$ cat src/rtl/core/gbt_pkg.sv
package gbt_pkg;

    // field widths fixed by the item format
    localparam int VTX_W = 5;
    localparam int CNT_W = 6;

    localparam logic [CNT_W-1:0] NODE_COUNT_RESET = 6'd32;

    // operation codes
    typedef enum logic [1:0] {
        FUNC_CLEAR = 2'd0,
        FUNC_ADD   = 2'd1,
        FUNC_BFS   = 2'd2,
        FUNC_DFS   = 2'd3
    } t_func;

    typedef struct packed {
        logic [1:0]       func;
        logic [VTX_W-1:0] edge_from;
        logic [VTX_W-1:0] edge_to;
        logic [VTX_W-1:0] start_node;
    } t_in_item;

    typedef struct packed {
        logic [VTX_W-1:0] vertex;
        logic             last;
    } t_out_item;

    // classified command from front to back
    typedef struct packed {
        t_func            op;
        logic [VTX_W-1:0] a;
        logic [VTX_W-1:0] b;
    } t_cmd;

    typedef struct packed {
        logic valid;
        t_cmd cmd;
    } t_cmd_ch;

    // result transfer from back to result queue
    typedef struct packed {
        logic      valid;
        t_out_item item;
    } t_res;

endpackage

$ cat src/rtl/core/gbt_front.sv
module gbt_front #(
    parameter int MAX_NODES = 32,
    parameter int CW        = 6
) (
    input  logic              i_clk,
    input  logic              i_rst_n,
    input  logic              i_push,
    input  gbt_pkg::t_in_item i_item,
    output logic              o_full,
    input  logic              i_cfg_valid,
    input  logic [5:0]        i_cfg_data,
    output logic [CW-1:0]     o_node_eff,
    output gbt_pkg::t_cmd_ch  o_cmd,
    input  logic              i_cmd_pop
);
    import gbt_pkg::*;

    logic [CNT_W-1:0] r_node_count;
    t_cmd             r_q [2];
    logic             r_wr;
    logic             r_rd;
    logic [1:0]       r_cnt;
    logic             keep;
    logic             acc;
    t_cmd             cmd_in;

    // node count register
    always_ff @(posedge i_clk) begin
        if (!i_rst_n) begin
            r_node_count <= NODE_COUNT_RESET;
        end else if (i_cfg_valid) begin
            r_node_count <= i_cfg_data;
        end
    end

    // effective count, clamped to the matrix size
    always_comb begin
        if (r_node_count > MAX_NODES) begin
            o_node_eff = CW'(MAX_NODES);
        end else begin
            o_node_eff = CW'(r_node_count);
        end
    end

    // classify: drop edges and starts that lie outside the graph
    always_comb begin
        cmd_in.op = t_func'(i_item.func);
        cmd_in.a  = i_item.edge_from;
        cmd_in.b  = i_item.edge_to;
        keep      = 1'b1;
        unique case (t_func'(i_item.func))
            FUNC_CLEAR: keep = 1'b1;
            FUNC_ADD: begin
                keep = ({2'b00, i_item.edge_from} < 7'(o_node_eff)) &&
                       ({2'b00, i_item.edge_to} < 7'(o_node_eff));
            end
            FUNC_BFS, FUNC_DFS: begin
                cmd_in.a = i_item.start_node;
                keep     = {2'b00, i_item.start_node} < 7'(o_node_eff);
            end
            default: keep = 1'b0;
        endcase
    end

    assign o_full = (r_cnt == 2'd2);
    assign acc    = i_push && !o_full && keep;

    // two-entry command queue
    always_ff @(posedge i_clk) begin
        if (acc) begin
            r_q[r_wr] <= cmd_in;
        end
    end

    always_ff @(posedge i_clk) begin
        if (!i_rst_n) begin
            r_wr  <= 1'b0;
            r_rd  <= 1'b0;
            r_cnt <= 2'd0;
        end else begin
            if (acc) begin
                r_wr <= ~r_wr;
            end
            if (i_cmd_pop) begin
                r_rd <= ~r_rd;
            end
            r_cnt <= r_cnt + 2'(acc) - 2'(i_cmd_pop);
        end
    end

    assign o_cmd.valid = (r_cnt != 2'd0);
    assign o_cmd.cmd   = r_q[r_rd];

endmodule

$ cat src/rtl/core/gbt_back.sv
module gbt_back #(
    parameter int MAX_NODES = 32,
    parameter int VW        = 5,
    parameter int CW        = 6
) (
    input  logic             i_clk,
    input  logic             i_rst_n,
    input  logic [CW-1:0]    i_node_eff,
    input  gbt_pkg::t_cmd_ch i_cmd,
    output logic             o_cmd_pop,
    output gbt_pkg::t_res    o_res,
    input  logic             i_res_full
);
    import gbt_pkg::*;

    typedef enum logic [6:0] {
        ST_IDLE   = 7'b0000001,
        ST_ADD_WR = 7'b0000010,
        ST_POP    = 7'b0000100,
        ST_ROW    = 7'b0001000,
        ST_NB     = 7'b0010000,
        ST_PUSH   = 7'b0100000,
        ST_EMIT   = 7'b1000000
    } t_state;

    t_state                r_state;
    logic [MAX_NODES-1:0]  r_adj [MAX_NODES];
    logic [MAX_NODES-1:0]  r_row_ok;
    logic [MAX_NODES-1:0]  r_adj_rd;
    logic                  r_adj_ok;
    logic [VW-1:0]         r_ws [MAX_NODES];
    logic [VW-1:0]         r_ws_rd;
    logic [MAX_NODES-1:0]  r_visited;
    logic [MAX_NODES-1:0]  r_nb;
    logic [CW-1:0]         r_rp;
    logic [CW-1:0]         r_wp;
    logic [VW-1:0]         r_a;
    logic [VW-1:0]         r_b;
    logic [VW-1:0]         r_cur;
    logic                  r_dfs;

    logic [VW-1:0]         adj_addr;
    logic [VW-1:0]         ws_raddr;
    logic [VW-1:0]         ws_waddr;
    logic [VW-1:0]         ws_wdata;
    logic                  ws_we;
    logic [MAX_NODES-1:0]  live;
    logic [MAX_NODES-1:0]  row;
    logic [VW-1:0]         pick_lo;
    logic [VW-1:0]         pick_hi;
    logic [VW-1:0]         pick;
    logic                  done;

    // vertices in use
    always_comb begin
        for (int i = 0; i < MAX_NODES; i++) begin
            live[i] = (i < i_node_eff);
        end
    end

    // lowest and highest pending neighbour
    always_comb begin
        pick_lo = '0;
        pick_hi = '0;
        for (int i = MAX_NODES - 1; i >= 0; i--) begin
            if (r_nb[i]) begin
                pick_lo = VW'(i);
            end
        end
        for (int i = 0; i < MAX_NODES; i++) begin
            if (r_nb[i]) begin
                pick_hi = VW'(i);
            end
        end
        pick = r_dfs ? pick_hi : pick_lo;
    end

    assign row  = r_adj_ok ? r_adj_rd : '0;
    assign done = r_dfs ? (r_wp == '0) : (r_rp == r_wp);

    // memory addressing
    always_comb begin
        adj_addr = (r_state == ST_ROW) ? r_ws_rd : VW'(i_cmd.cmd.a);
        ws_raddr = r_dfs ? VW'(r_wp - 1'b1) : VW'(r_rp);
        ws_we    = 1'b0;
        ws_waddr = VW'(r_wp);
        ws_wdata = pick;
        if (r_state == ST_IDLE) begin
            ws_we    = i_cmd.valid &&
                       (i_cmd.cmd.op == FUNC_BFS || i_cmd.cmd.op == FUNC_DFS);
            ws_waddr = '0;
            ws_wdata = VW'(i_cmd.cmd.a);
        end else if (r_state == ST_PUSH) begin
            ws_we = (r_nb != '0);
        end
    end

    // adjacency memory
    always_ff @(posedge i_clk) begin
        r_adj_rd <= r_adj[adj_addr];
        if (r_state == ST_ADD_WR) begin
            r_adj[r_a] <= row | (MAX_NODES'(1) << r_b);
        end
    end

    // work store: queue for bfs, stack for dfs
    always_ff @(posedge i_clk) begin
        r_ws_rd <= r_ws[ws_raddr];
        if (ws_we) begin
            r_ws[ws_waddr] <= ws_wdata;
        end
    end

    // payload registers
    always_ff @(posedge i_clk) begin
        r_adj_ok <= r_row_ok[adj_addr];
        if (r_state == ST_IDLE) begin
            r_a <= VW'(i_cmd.cmd.a);
            r_b <= VW'(i_cmd.cmd.b);
        end
        if (r_state == ST_ROW) begin
            r_cur <= r_ws_rd;
        end
        if (r_state == ST_NB) begin
            r_nb <= row & live & ~r_visited;
        end else if (r_state == ST_PUSH && r_nb != '0) begin
            r_nb[pick] <= 1'b0;
        end
    end

    // sequencer
    always_ff @(posedge i_clk) begin
        if (!i_rst_n) begin
            r_state   <= ST_IDLE;
            r_row_ok  <= '0;
            r_visited <= '0;
            r_rp      <= '0;
            r_wp      <= '0;
            r_dfs     <= 1'b0;
        end else begin
            unique case (r_state)
                ST_IDLE: begin
                    if (i_cmd.valid) begin
                        unique case (i_cmd.cmd.op)
                            FUNC_CLEAR: r_row_ok <= '0;
                            FUNC_ADD:   r_state <= ST_ADD_WR;
                            FUNC_BFS, FUNC_DFS: begin
                                r_dfs     <= (i_cmd.cmd.op == FUNC_DFS);
                                r_visited <= MAX_NODES'(1) << VW'(i_cmd.cmd.a);
                                r_rp      <= '0;
                                r_wp      <= CW'(1);
                                r_state   <= ST_POP;
                            end
                            default: r_state <= ST_IDLE;
                        endcase
                    end
                end
                ST_ADD_WR: begin
                    r_row_ok[r_a] <= 1'b1;
                    r_state       <= ST_IDLE;
                end
                ST_POP: begin
                    if (r_dfs) begin
                        r_wp <= r_wp - 1'b1;
                    end else begin
                        r_rp <= r_rp + 1'b1;
                    end
                    r_state <= ST_ROW;
                end
                ST_ROW: r_state <= ST_NB;
                ST_NB: begin
                    r_visited <= r_visited | (row & live);
                    r_state   <= ST_PUSH;
                end
                ST_PUSH: begin
                    if (r_nb != '0) begin
                        r_wp <= r_wp + 1'b1;
                    end else begin
                        r_state <= ST_EMIT;
                    end
                end
                ST_EMIT: begin
                    if (!i_res_full) begin
                        if (done) begin
                            r_visited <= '0;
                            r_rp      <= '0;
                            r_wp      <= '0;
                            r_state   <= ST_IDLE;
                        end else begin
                            r_state <= ST_POP;
                        end
                    end
                end
                default: r_state <= ST_IDLE;
            endcase
        end
    end

    assign o_cmd_pop        = (r_state == ST_IDLE) && i_cmd.valid;
    assign o_res.valid      = (r_state == ST_EMIT) && !i_res_full;
    assign o_res.item.vertex = VTX_W'(r_cur);
    assign o_res.item.last  = done;

endmodule

$ cat src/rtl/core/gbt_outq.sv
module gbt_outq (
    input  logic                i_clk,
    input  logic                i_rst_n,
    input  gbt_pkg::t_res       i_res,
    output logic                o_full,
    output logic                o_empty,
    input  logic                i_pop,
    output gbt_pkg::t_out_item  o_item
);
    import gbt_pkg::*;

    t_out_item  r_mem [4];
    logic [1:0] r_wr;
    logic [1:0] r_rd;
    logic [2:0] r_cnt;
    logic       take;

    assign o_full  = (r_cnt == 3'd4);
    assign o_empty = (r_cnt == 3'd0);
    assign take    = i_pop && !o_empty;
    assign o_item  = r_mem[r_rd];

    // result storage
    always_ff @(posedge i_clk) begin
        if (i_res.valid) begin
            r_mem[r_wr] <= i_res.item;
        end
    end

    // pointers and fill count
    always_ff @(posedge i_clk) begin
        if (!i_rst_n) begin
            r_wr  <= '0;
            r_rd  <= '0;
            r_cnt <= '0;
        end else begin
            if (i_res.valid) begin
                r_wr <= r_wr + 1'b1;
            end
            if (take) begin
                r_rd <= r_rd + 1'b1;
            end
            r_cnt <= r_cnt + 3'(i_res.valid) - 3'(take);
        end
    end

endmodule

$ cat src/rtl/core/graph_bfs_dfs_traversal_core.sv
// Directed-graph traversal engine. Commands enter through a queue-style push
// port and are checked against the node count register (edges or starts at or
// above it are dropped at once); a two-entry command queue feeds a sequencer
// that owns the adjacency memory and the work store. Clear completes in the
// idle state and an edge add is a read-modify-write of one adjacency row. A
// traversal opens with a start step, and then each visited vertex costs a
// work-store read, an adjacency-row read, a neighbour update, a closing push
// check and a result transfer, which waits while the result queue is full,
// and each pushed neighbour costs a push step. Results (vertex, last) wait in
// a four-entry queue; pop them while empty is low.
module graph_bfs_dfs_traversal_core #(
    parameter int MAX_NODES = 32
) (
    input  logic               i_clk,
    input  logic               i_rst_n,
    input  logic               push,
    output logic               full,
    input  gbt_pkg::t_in_item  i_in,
    output logic               empty,
    input  logic               pop,
    output gbt_pkg::t_out_item o_out,
    input  logic               i_cfg_valid,
    output logic               o_cfg_ready,
    input  logic [5:0]         i_cfg_data
);
    import gbt_pkg::*;

    localparam int VW = (MAX_NODES > 1) ? $clog2(MAX_NODES) : 1;
    localparam int CW = $clog2(MAX_NODES + 1);

    logic [CW-1:0] node_eff;
    t_cmd_ch       cmd_ch;
    logic          cmd_pop;
    t_res          res;
    logic          res_full;

    assign o_cfg_ready = 1'b1;

    // front: accept and classify
    gbt_front #(
        .MAX_NODES (MAX_NODES),
        .CW        (CW)
    ) u_front (
        .i_clk       (i_clk),
        .i_rst_n     (i_rst_n),
        .i_push      (push),
        .i_item      (i_in),
        .o_full      (full),
        .i_cfg_valid (i_cfg_valid),
        .i_cfg_data  (i_cfg_data),
        .o_node_eff  (node_eff),
        .o_cmd       (cmd_ch),
        .i_cmd_pop   (cmd_pop)
    );

    // back: graph memory and traversal sequencer
    gbt_back #(
        .MAX_NODES (MAX_NODES),
        .VW        (VW),
        .CW        (CW)
    ) u_back (
        .i_clk      (i_clk),
        .i_rst_n    (i_rst_n),
        .i_node_eff (node_eff),
        .i_cmd      (cmd_ch),
        .o_cmd_pop  (cmd_pop),
        .o_res      (res),
        .i_res_full (res_full)
    );

    // result queue
    gbt_outq u_outq (
        .i_clk   (i_clk),
        .i_rst_n (i_rst_n),
        .i_res   (res),
        .o_full  (res_full),
        .o_empty (empty),
        .i_pop   (pop),
        .o_item  (o_out)
    );

`ifndef SYNTHESIS
    // no result transfer into a full result queue
    assert property (@(posedge i_clk) disable iff (!i_rst_n) res.valid |-> !res_full)
        else $error("result written into full queue");

    // command taken only when one waits
    assert property (@(posedge i_clk) disable iff (!i_rst_n) cmd_pop |-> cmd_ch.valid)
        else $error("command popped from empty queue");

    // result side is empty right after reset
    assert property (@(posedge i_clk) !i_rst_n |=> empty)
        else $error("results present after reset");
`endif

endmodule
$ cat config.mk
export PLATFORM = sky130hd
export DESIGN_NAME = graph_bfs_dfs_traversal_core
export DESIGN_NICKNAME = d
export VERILOG_FILES = /design/src/rtl/core/gbt_pkg.sv /design/src/rtl/core/gbt_front.sv /design/src/rtl/core/gbt_back.sv /design/src/rtl/core/gbt_outq.sv /design/src/rtl/core/graph_bfs_dfs_traversal_core.sv
export SDC_FILE = /design/constraint.sdc
export NUM_CORES = 2
export LEC_CHECK = 0
export ABC_CLOCK_PERIOD_IN_PS = 4900
export BUFFER_PORTS_ARGS = -buffer_cell sky130_fd_sc_hd__buf_2
export CAP_MARGIN = 20
export CORE_ASPECT_RATIO = 0.7
export CORE_MARGIN = 2
export CORE_UTILIZATION = 45
export CTS_CLUSTER_SIZE = 10
export DETAILED_ROUTE_END_ITERATION = 16
export PLACE_DENSITY = 0.63
export SLEW_MARGIN = 40
export SYNTH_ARGS = -nofsm -noshare
export SYNTH_HDL_FRONTEND = slang
export SYNTH_SLANG_ARGS = --single-unit
$ cat constraint.sdc
create_clock -name i_clk -period 4.9 [get_ports i_clk]
set_clock_uncertainty 0.2 [all_clocks]
set_input_delay 0.735 -clock i_clk [delete_from_list [all_inputs] [get_ports i_clk]]
set_output_delay 0.735 -clock i_clk [all_outputs]
set_load 0.05 [all_outputs]
After elaboration in Yosys (flattened, before gate mapping)
Memory sizes are Yosys's and may differ from the RTL's. A register that Yosys moved wholly into a read port is not among the register bits.
Cells that the tools add are included.
{"block": "word_totals", "register_bits": 149, "romBits": 0, "input_bits": 28, "output_inout_bits": 9, "mem_bits_rw": 1232, "word_cells": 263, "memories": 4, "latch_bits": 0}
{"name": "u_back.r_adj", "words": 32, "word_bits": 32, "read_ports": 1, "rd_ports_with_merged_regs": 1, "write_ports": 1, "line_no": "gbt_back.sv:27", "source": "logic [MAX_NODES-1:0] r_adj [MAX_NODES];"}
{"name": "u_back.r_ws", "words": 32, "word_bits": 5, "read_ports": 1, "rd_ports_with_merged_regs": 1, "write_ports": 1, "line_no": "gbt_back.sv:31", "source": "logic [VW-1:0] r_ws [MAX_NODES];"}
{"name": "u_front.r_q", "words": 2, "word_bits": 12, "read_ports": 1, "rd_ports_with_merged_regs": 1, "write_ports": 1, "line_no": "gbt_front.sv:19", "source": "t_cmd r_q [2];"}
{"name": "u_outq.r_mem", "words": 4, "word_bits": 6, "read_ports": 1, "rd_ports_with_merged_regs": 1, "write_ports": 1, "line_no": "gbt_outq.sv:12", "source": "t_out_item r_mem [4];"}
{"block": "op_classes", "shifts": 2, "bitwise": 10, "eq_ne": 26, "mux": 120, "n_mul": 0, "n_lt_le_gt_ge": 41, "n_reduce_logical": 33, "n_addsub": 9, "n_div": 0}
{"operator": "$mux W32", "n": 9}
{"operator": "$mux W5", "n": 54}
{"operator": "$and A32 B32 Y32", "n": 3}
{"operator": "$lt A5 B6 Y1 const A", "n": 16}
{"operator": "$or A32 B32 Y32", "n": 3}
{"operator": "$pmux W32 S3", "n": 1}
{"operator": "$not A32 Y32", "n": 2}
{"operator": "$pmux W32 S2", "n": 1}
{"operator": "$shl A1 B5 Y32 const A", "n": 2}
{"operator": "$mux W6", "n": 10}
{"operator": "$lt A4 B6 Y1 const A", "n": 8}
{"operator": "$pmux W7 S6", "n": 1}
{"operator": "$mux W4", "n": 8}
{"operator": "$reduce_bool A32 Y1", "n": 1}
{"operator": "$lt A3 B6 Y1 const A", "n": 4}
{"operator": "$pmux W6 S4", "n": 1}
{"operator": "$mux W7", "n": 3}
{"operator": "$lt A5 B6 Y1", "n": 3}
{"operator": "$lt A5 B6 Y1 const B", "n": 3}
{"operator": "$pmux W6 S3", "n": 1}
{"operator": "$mux W1", "n": 17}
{"operator": "$mux W3", "n": 5}
{"operator": "$pmux W7 S2", "n": 1}
{"operator": "$add A6 B1 Y6 const B", "n": 2}
{"operator": "other kinds (44)", "n": 82}

Longest topological paths before layout
{"block": "depth", "depth_word": 41, "ltp_mapped": 12}

By module
Synthesis repeated with hierarchy kept, for this count alone.
{"block": "hier_totals", "hier_cells": 4234, "area_unflattened_um2": 57446.3}
{"module": "gbt_back", "cells_per_inst": 4027, "area_each_um2": 54385.9, "instances": 1, "seq_area_each_um2": 39407.8}
{"module": "gbt_front", "cells_per_inst": 129, "area_each_um2": 1706.6, "instances": 1, "seq_area_each_um2": 940.9}
{"module": "gbt_outq", "cells_per_inst": 76, "area_each_um2": 1342.5, "instances": 1, "seq_area_each_um2": 900.9}
{"module": "graph_bfs_dfs_traversal_core", "cells_per_inst": 2, "area_each_um2": 11.3, "instances": 1, "seq_area_each_um2": 0.0}

Worst setup path after synthesis
Ideal clock, no wire load.
{"block": "synth_path", "path_type": "reg-to-reg", "startpoint": "register u_back.r_nb[24]", "endpoint": "memory u_back.r_ws[0][1] (data pin)", "synth_period_minus_slack_ps": 3487, "t_arrival_ps": 2833, "setup_ps": 454, "path_slack_ps": 1413, "required_ps": 4246, "path_stages_with_launch": 7, "n_path_buf": 1, "path_cell_list": "edfxtp_1 > or4_1 > a21o_1 > a31oi_1 > o22ai_1 > clkbuf_1 > o21ai_0"}
{"block": "synth_via", "elab_chain_cells": 27}
{"item": "start, declared", "line_no": "gbt_back.sv:34", "source": "logic [MAX_NODES-1:0] r_nb;"}
{"item": "start signal, assigned", "line_no": "gbt_back.sv:125", "source": "r_nb <= row & live & ~r_visited;"}
{"item": "$mux W5 (25 in a row)", "line_no": "gbt_back.sv:66", "source": "if (r_nb[i]) begin"}
{"item": "$mux W5 *", "line_no": "gbt_back.sv:75", "source": "pick = r_dfs ? pick_hi : pick_lo;"}
{"item": "$mux W5 *", "line_no": "gbt_back.sv:88", "source": "if (r_state == ST_IDLE) begin"}
{"item": "named net u_back.ws_wdata[1]", "line_no": "gbt_back.sv:45", "source": "logic [VW-1:0] ws_wdata;"}
{"item": "end, declared", "line_no": "gbt_back.sv:31"}
Mark *: on every way through the listed nets, which the timed path passes. The rest lies on a longest branch.

==> flow_metrics.tcl <==
set metrics [dict create \
    rows 110 \
    hold_path_end "u_front.r_node_count[4]" \
    rsz0062_at_grt "false" \
    hold_class "in2reg" \
    r2r_setup_slack_ps 1120 \
    dieWidth_um 435 \
    ir_worst_vdd_uv 386 \
    routed-via-count 35000 \
    syn_inst 3843 \
    cts_max_level 4 \
    synth_ff_type "edfxtp_1" \
    synth_top_area_cell "edfxtp_1" \
    period_share_pct 77.2 \
    area_delta_synth_final_pct 14.2 \
    die_y_um 306 \
    ys_types 90 \
    cts_sinks 1421 \
    final_cells 5845 \
    end_kind "register" \
    placed_area_mm2 0.0620 \
    wl_per_cell_um 26.8 \
    layout.nets 4044 \
    synth_area_leaders "edfxtp_1, mux2i_1, dfxtp_1" \
    clkTransAtPathRegs_ps 60 \
    antenna_found_initial 0 \
    min_period_ps 3780 \
    cts_made_buffers 160 \
    tightest_slew_ps 885 \
    cts_tree "built" \
    synth-seq-cells 1421 \
    setup-tns-final_ps 0 \
    postRouteAntennaNets 0 \
    placedCellCount 5552 \
    root_buffer "clkbuf_16" \
    grt_pass1_vias 33300 \
    viasPerCell 5.99 \
    fmax_mhz 264 \
    maxCapViolations 0 \
    cts_buffer_depth 3 \
    leakage_nw 23.5 \
    async_flop_share_pct 0 \
    cpMaxStageDelayCell "buf_4" \
    total_power_w 0.0350 \
    syn_area_mm2 0.0585 \
    maxSlewViolCount 0 \
    fin_hold_ws_ps 57.2 \
    status "complete, no violations" \
    initial_core_util_pct 45.4 \
    dieArea_mm2 0.133 \
    wl_mm 157 \
    startpoint_type "register" \
    drive_gt1_share_pct 13.7 \
    drtIter0Drc 4768 \
    design_area_mm2 0.0669 \
    rr_worst_depth 8 \
    drc 0 \
    grt.total_usage_pct 23.3 \
    grt_pass1_wl_mm 228 \
    cts-resized-gates 0 \
    gp_congestion 0.899 \
    pin_count 37 \
    cpPeakStageDelay_ps 570 \
    dp_hpwl_mm 95.1 \
    setup_violations 0 \
    synth_edf_count 1279 \
    relSlewSlack_pct 40.8 \
    critPathArrivalTime_ps 4270 \
    core_region_area_mm2 0.129 \
    synth_top_cell_area_share_pct 65.6 \
    hold_violations 0 \
    critPathRequiredTime_ps 5390 \
    cpMostUsedCell "buf_4" \
    path_class "reg2reg" \
    path_max_fanout 19 \
    synth-seq-area-share_pct 70.5 \
    min-delay-start "i_cfg_data[4]" \
    yosys_warnings 0 \
    clk-insertion-delay-late_ps 770 \
    drtPass1Iterations 6 \
    grt_max_degree 81 \
    holdPathStages 3 \
    synthesis.nets 3896 \
    path_cells "buf_4 -> mux2i_4 -> clkinv_1 -> or3_1 -> o21ai_4 -> buf_4 -> a32oi_1 -> nand4_1" \
    postSynthAreaPerCell_um2 15.2 \
    p_per_area_mw_per_mm2 523 \
    place.port_buffers 35 \
    grt_overflow 0 \
    r2r_end "u_back.r_adj_rd[8]" \
    antenna_cells 0 \
]
[where the power goes]
part	switching, W	internal [W]	total, W
clock network	0.00466	0.00624	0.0109
logic	0.00577	0.00282	0.00859
registers	0.000602	0.0149	0.0155
total	0.0110	0.0240	0.0350
[how the worst max path moves through the flow]
| stage | startpoint | slack, ps | depth (start not counted) | end |
|---|---|---|---|---|
| 4_1_cts | u_back.r_state[0] | 1190 | 8 | u_back.r_adj_rd[18] |
| 3_5_place_dp | u_back.r_state[0] | 1210 | 8 | u_back.r_adj_rd[18] |
| 5_1_grt | u_back.r_state[0] | 1030 | 8 | u_back.r_adj_rd[18] |
| 2_1_floorplan | u_back.r_nb[24] | 1410 | 6 | u_back.r_ws[0][1] |
| 6_report | register | 1120 | 8 | u_back.r_adj_rd[8] |
| 3_3_place_gp | u_back.r_state[2] | 1090 | 5 | u_back.r_adj[3][7] |
[synth_stat cells, types with 15 or more instances]
master and instances:
dfxtp_1 142, a21oi_1 133, a32oi_1 134, edfxtp_1 1279, ha_1 24, mux2_2 16, mux2i_1 685, xor2_1 15
buf_4 65, nand3_1 28, o21ai_0 111, mux4_2 46, nor2_1 245, nand4_1 42, inv_1 26, clkbuf_1 93
buf_2 43, a211oi_1 18, nand2_1 365, nor3_1 47, a21o_1 15, o21ai_1 27
[registers in the layout, summed over array words and instances (netlist names), 3 cells and up, named ones only]
name and count:
u_back.r_a 5, u_back.r_adj 1024, u_back.r_adj_rd 32, u_back.r_b 5, u_back.r_cur 5, u_back.r_nb 32, u_back.r_row_ok 32, u_back.r_rp 6
u_back.r_state 7, u_back.r_visited 32, u_back.r_wp 6, u_back.r_ws 160, u_back.r_ws_rd 5, u_front.r_node_count 6, u_front.r_q 24, u_outq.r_cnt 3
u_outq.r_mem 24
[critical path: cells and delay by family, from the launching register on]
family	cells	cell delay [ps]
multiplexers	1	470
buffers and inverters	3	1360
flip-flops	1	420
AND/OR/NAND/NOR	2	700
AO/OA/AOI/OAI	2	510
[cell usage in the layout, fill, tap and decap left out, types with 13 or more instances in the layout]
| master | synthesis | routed |
|---|---|---|
| clkbuf_1 | 93 | 104 |
| mux2i_1 | 685 | 683 |
| nor3_1 | 47 | 46 |
| nand2_1 | 365 | 365 |
| mux4_2 | 46 | 46 |
| buf_12 | 0 | 38 |
| nand3_1 | 28 | 27 |
| clkbuf_16 | 0 | 164 |
| nor2_1 | 245 | 209 |
| or3_1 | 13 | 13 |
| o21ai_1 | 27 | 23 |
| o21ai_4 | 0 | 21 |
| buf_2 | 43 | 36 |
| a211oi_1 | 18 | 18 |
| a21o_1 | 15 | 15 |
| nor2_4 | 0 | 36 |
| a21oi_1 | 133 | 131 |
| nand4_1 | 42 | 42 |
| xor2_1 | 15 | 15 |
| a32oi_1 | 134 | 134 |
| ha_1 | 24 | 24 |
| o21ai_2 | 1 | 21 |
| inv_1 | 26 | 26 |
| mux2_2 | 16 | 16 |
| edfxtp_1 | 1279 | 1279 |
| nor4_1 | 14 | 14 |
| buf_4 | 65 | 109 |
| o21ai_0 | 111 | 74 |
| dfxtp_1 | 142 | 141 |
[layer usage]
metal	track usage [%]	vias to the layer above	wire length [um]
li1	-	15200	-
met1	36.8	18000	72100
met5	0	-	0
met4	6.55	0	3240
met3	5.03	189	16300
met2	32.0	1677	65100
[timing repair]
item                                   in CTS  in global routing
buffers inserted                            0                  0
endpoints found under the hold margin      14                  0
hold buffers                                8                  0
[stage by stage]
stage          worst slack (ps)  util, %
2_1_floorplan              1410        -
3_3_place_gp               1090     48.0
3_5_place_dp               1210     48.2
4_1_cts                    1190     51.8
5_1_grt                    1030     51.9
6_report                   1120     51.9
[area by class of cell]
type	instances	area, um^2
Fill cell	10500	61900
Sequential cell	1421	41300
Multi-Input combinational cell	2178	16700
Clock buffer	269	4510
Tap cell	1736	2170
Timing Repair Buffer	200	1980
Clock inverter	11	150
Inverter	30	113
[cells by family (layout without fill, tap and decap cells)]
| kind of cell | after synthesis | after routing | share of synthesized area (%) |
|---|---|---|---|
| muxes | 748 | 748 | 13.8 |
| adders and majority gates | 25 | 25 | 0.547 |
| AOI/OAI and AO/OA | 517 | 517 | 5.87 |
| DFF | 1421 | 1421 | 70.5 |
| and+or+nand+nor | 863 | 863 | 6.78 |
| xor gates and xnor gates | 24 | 24 | 0.359 |
| buffers and inverters | 244 | 510 | 2.15 |
| other | 1 | 1 | 0.00641 |
Note: power is estimated with default switching activity, not from simulation.
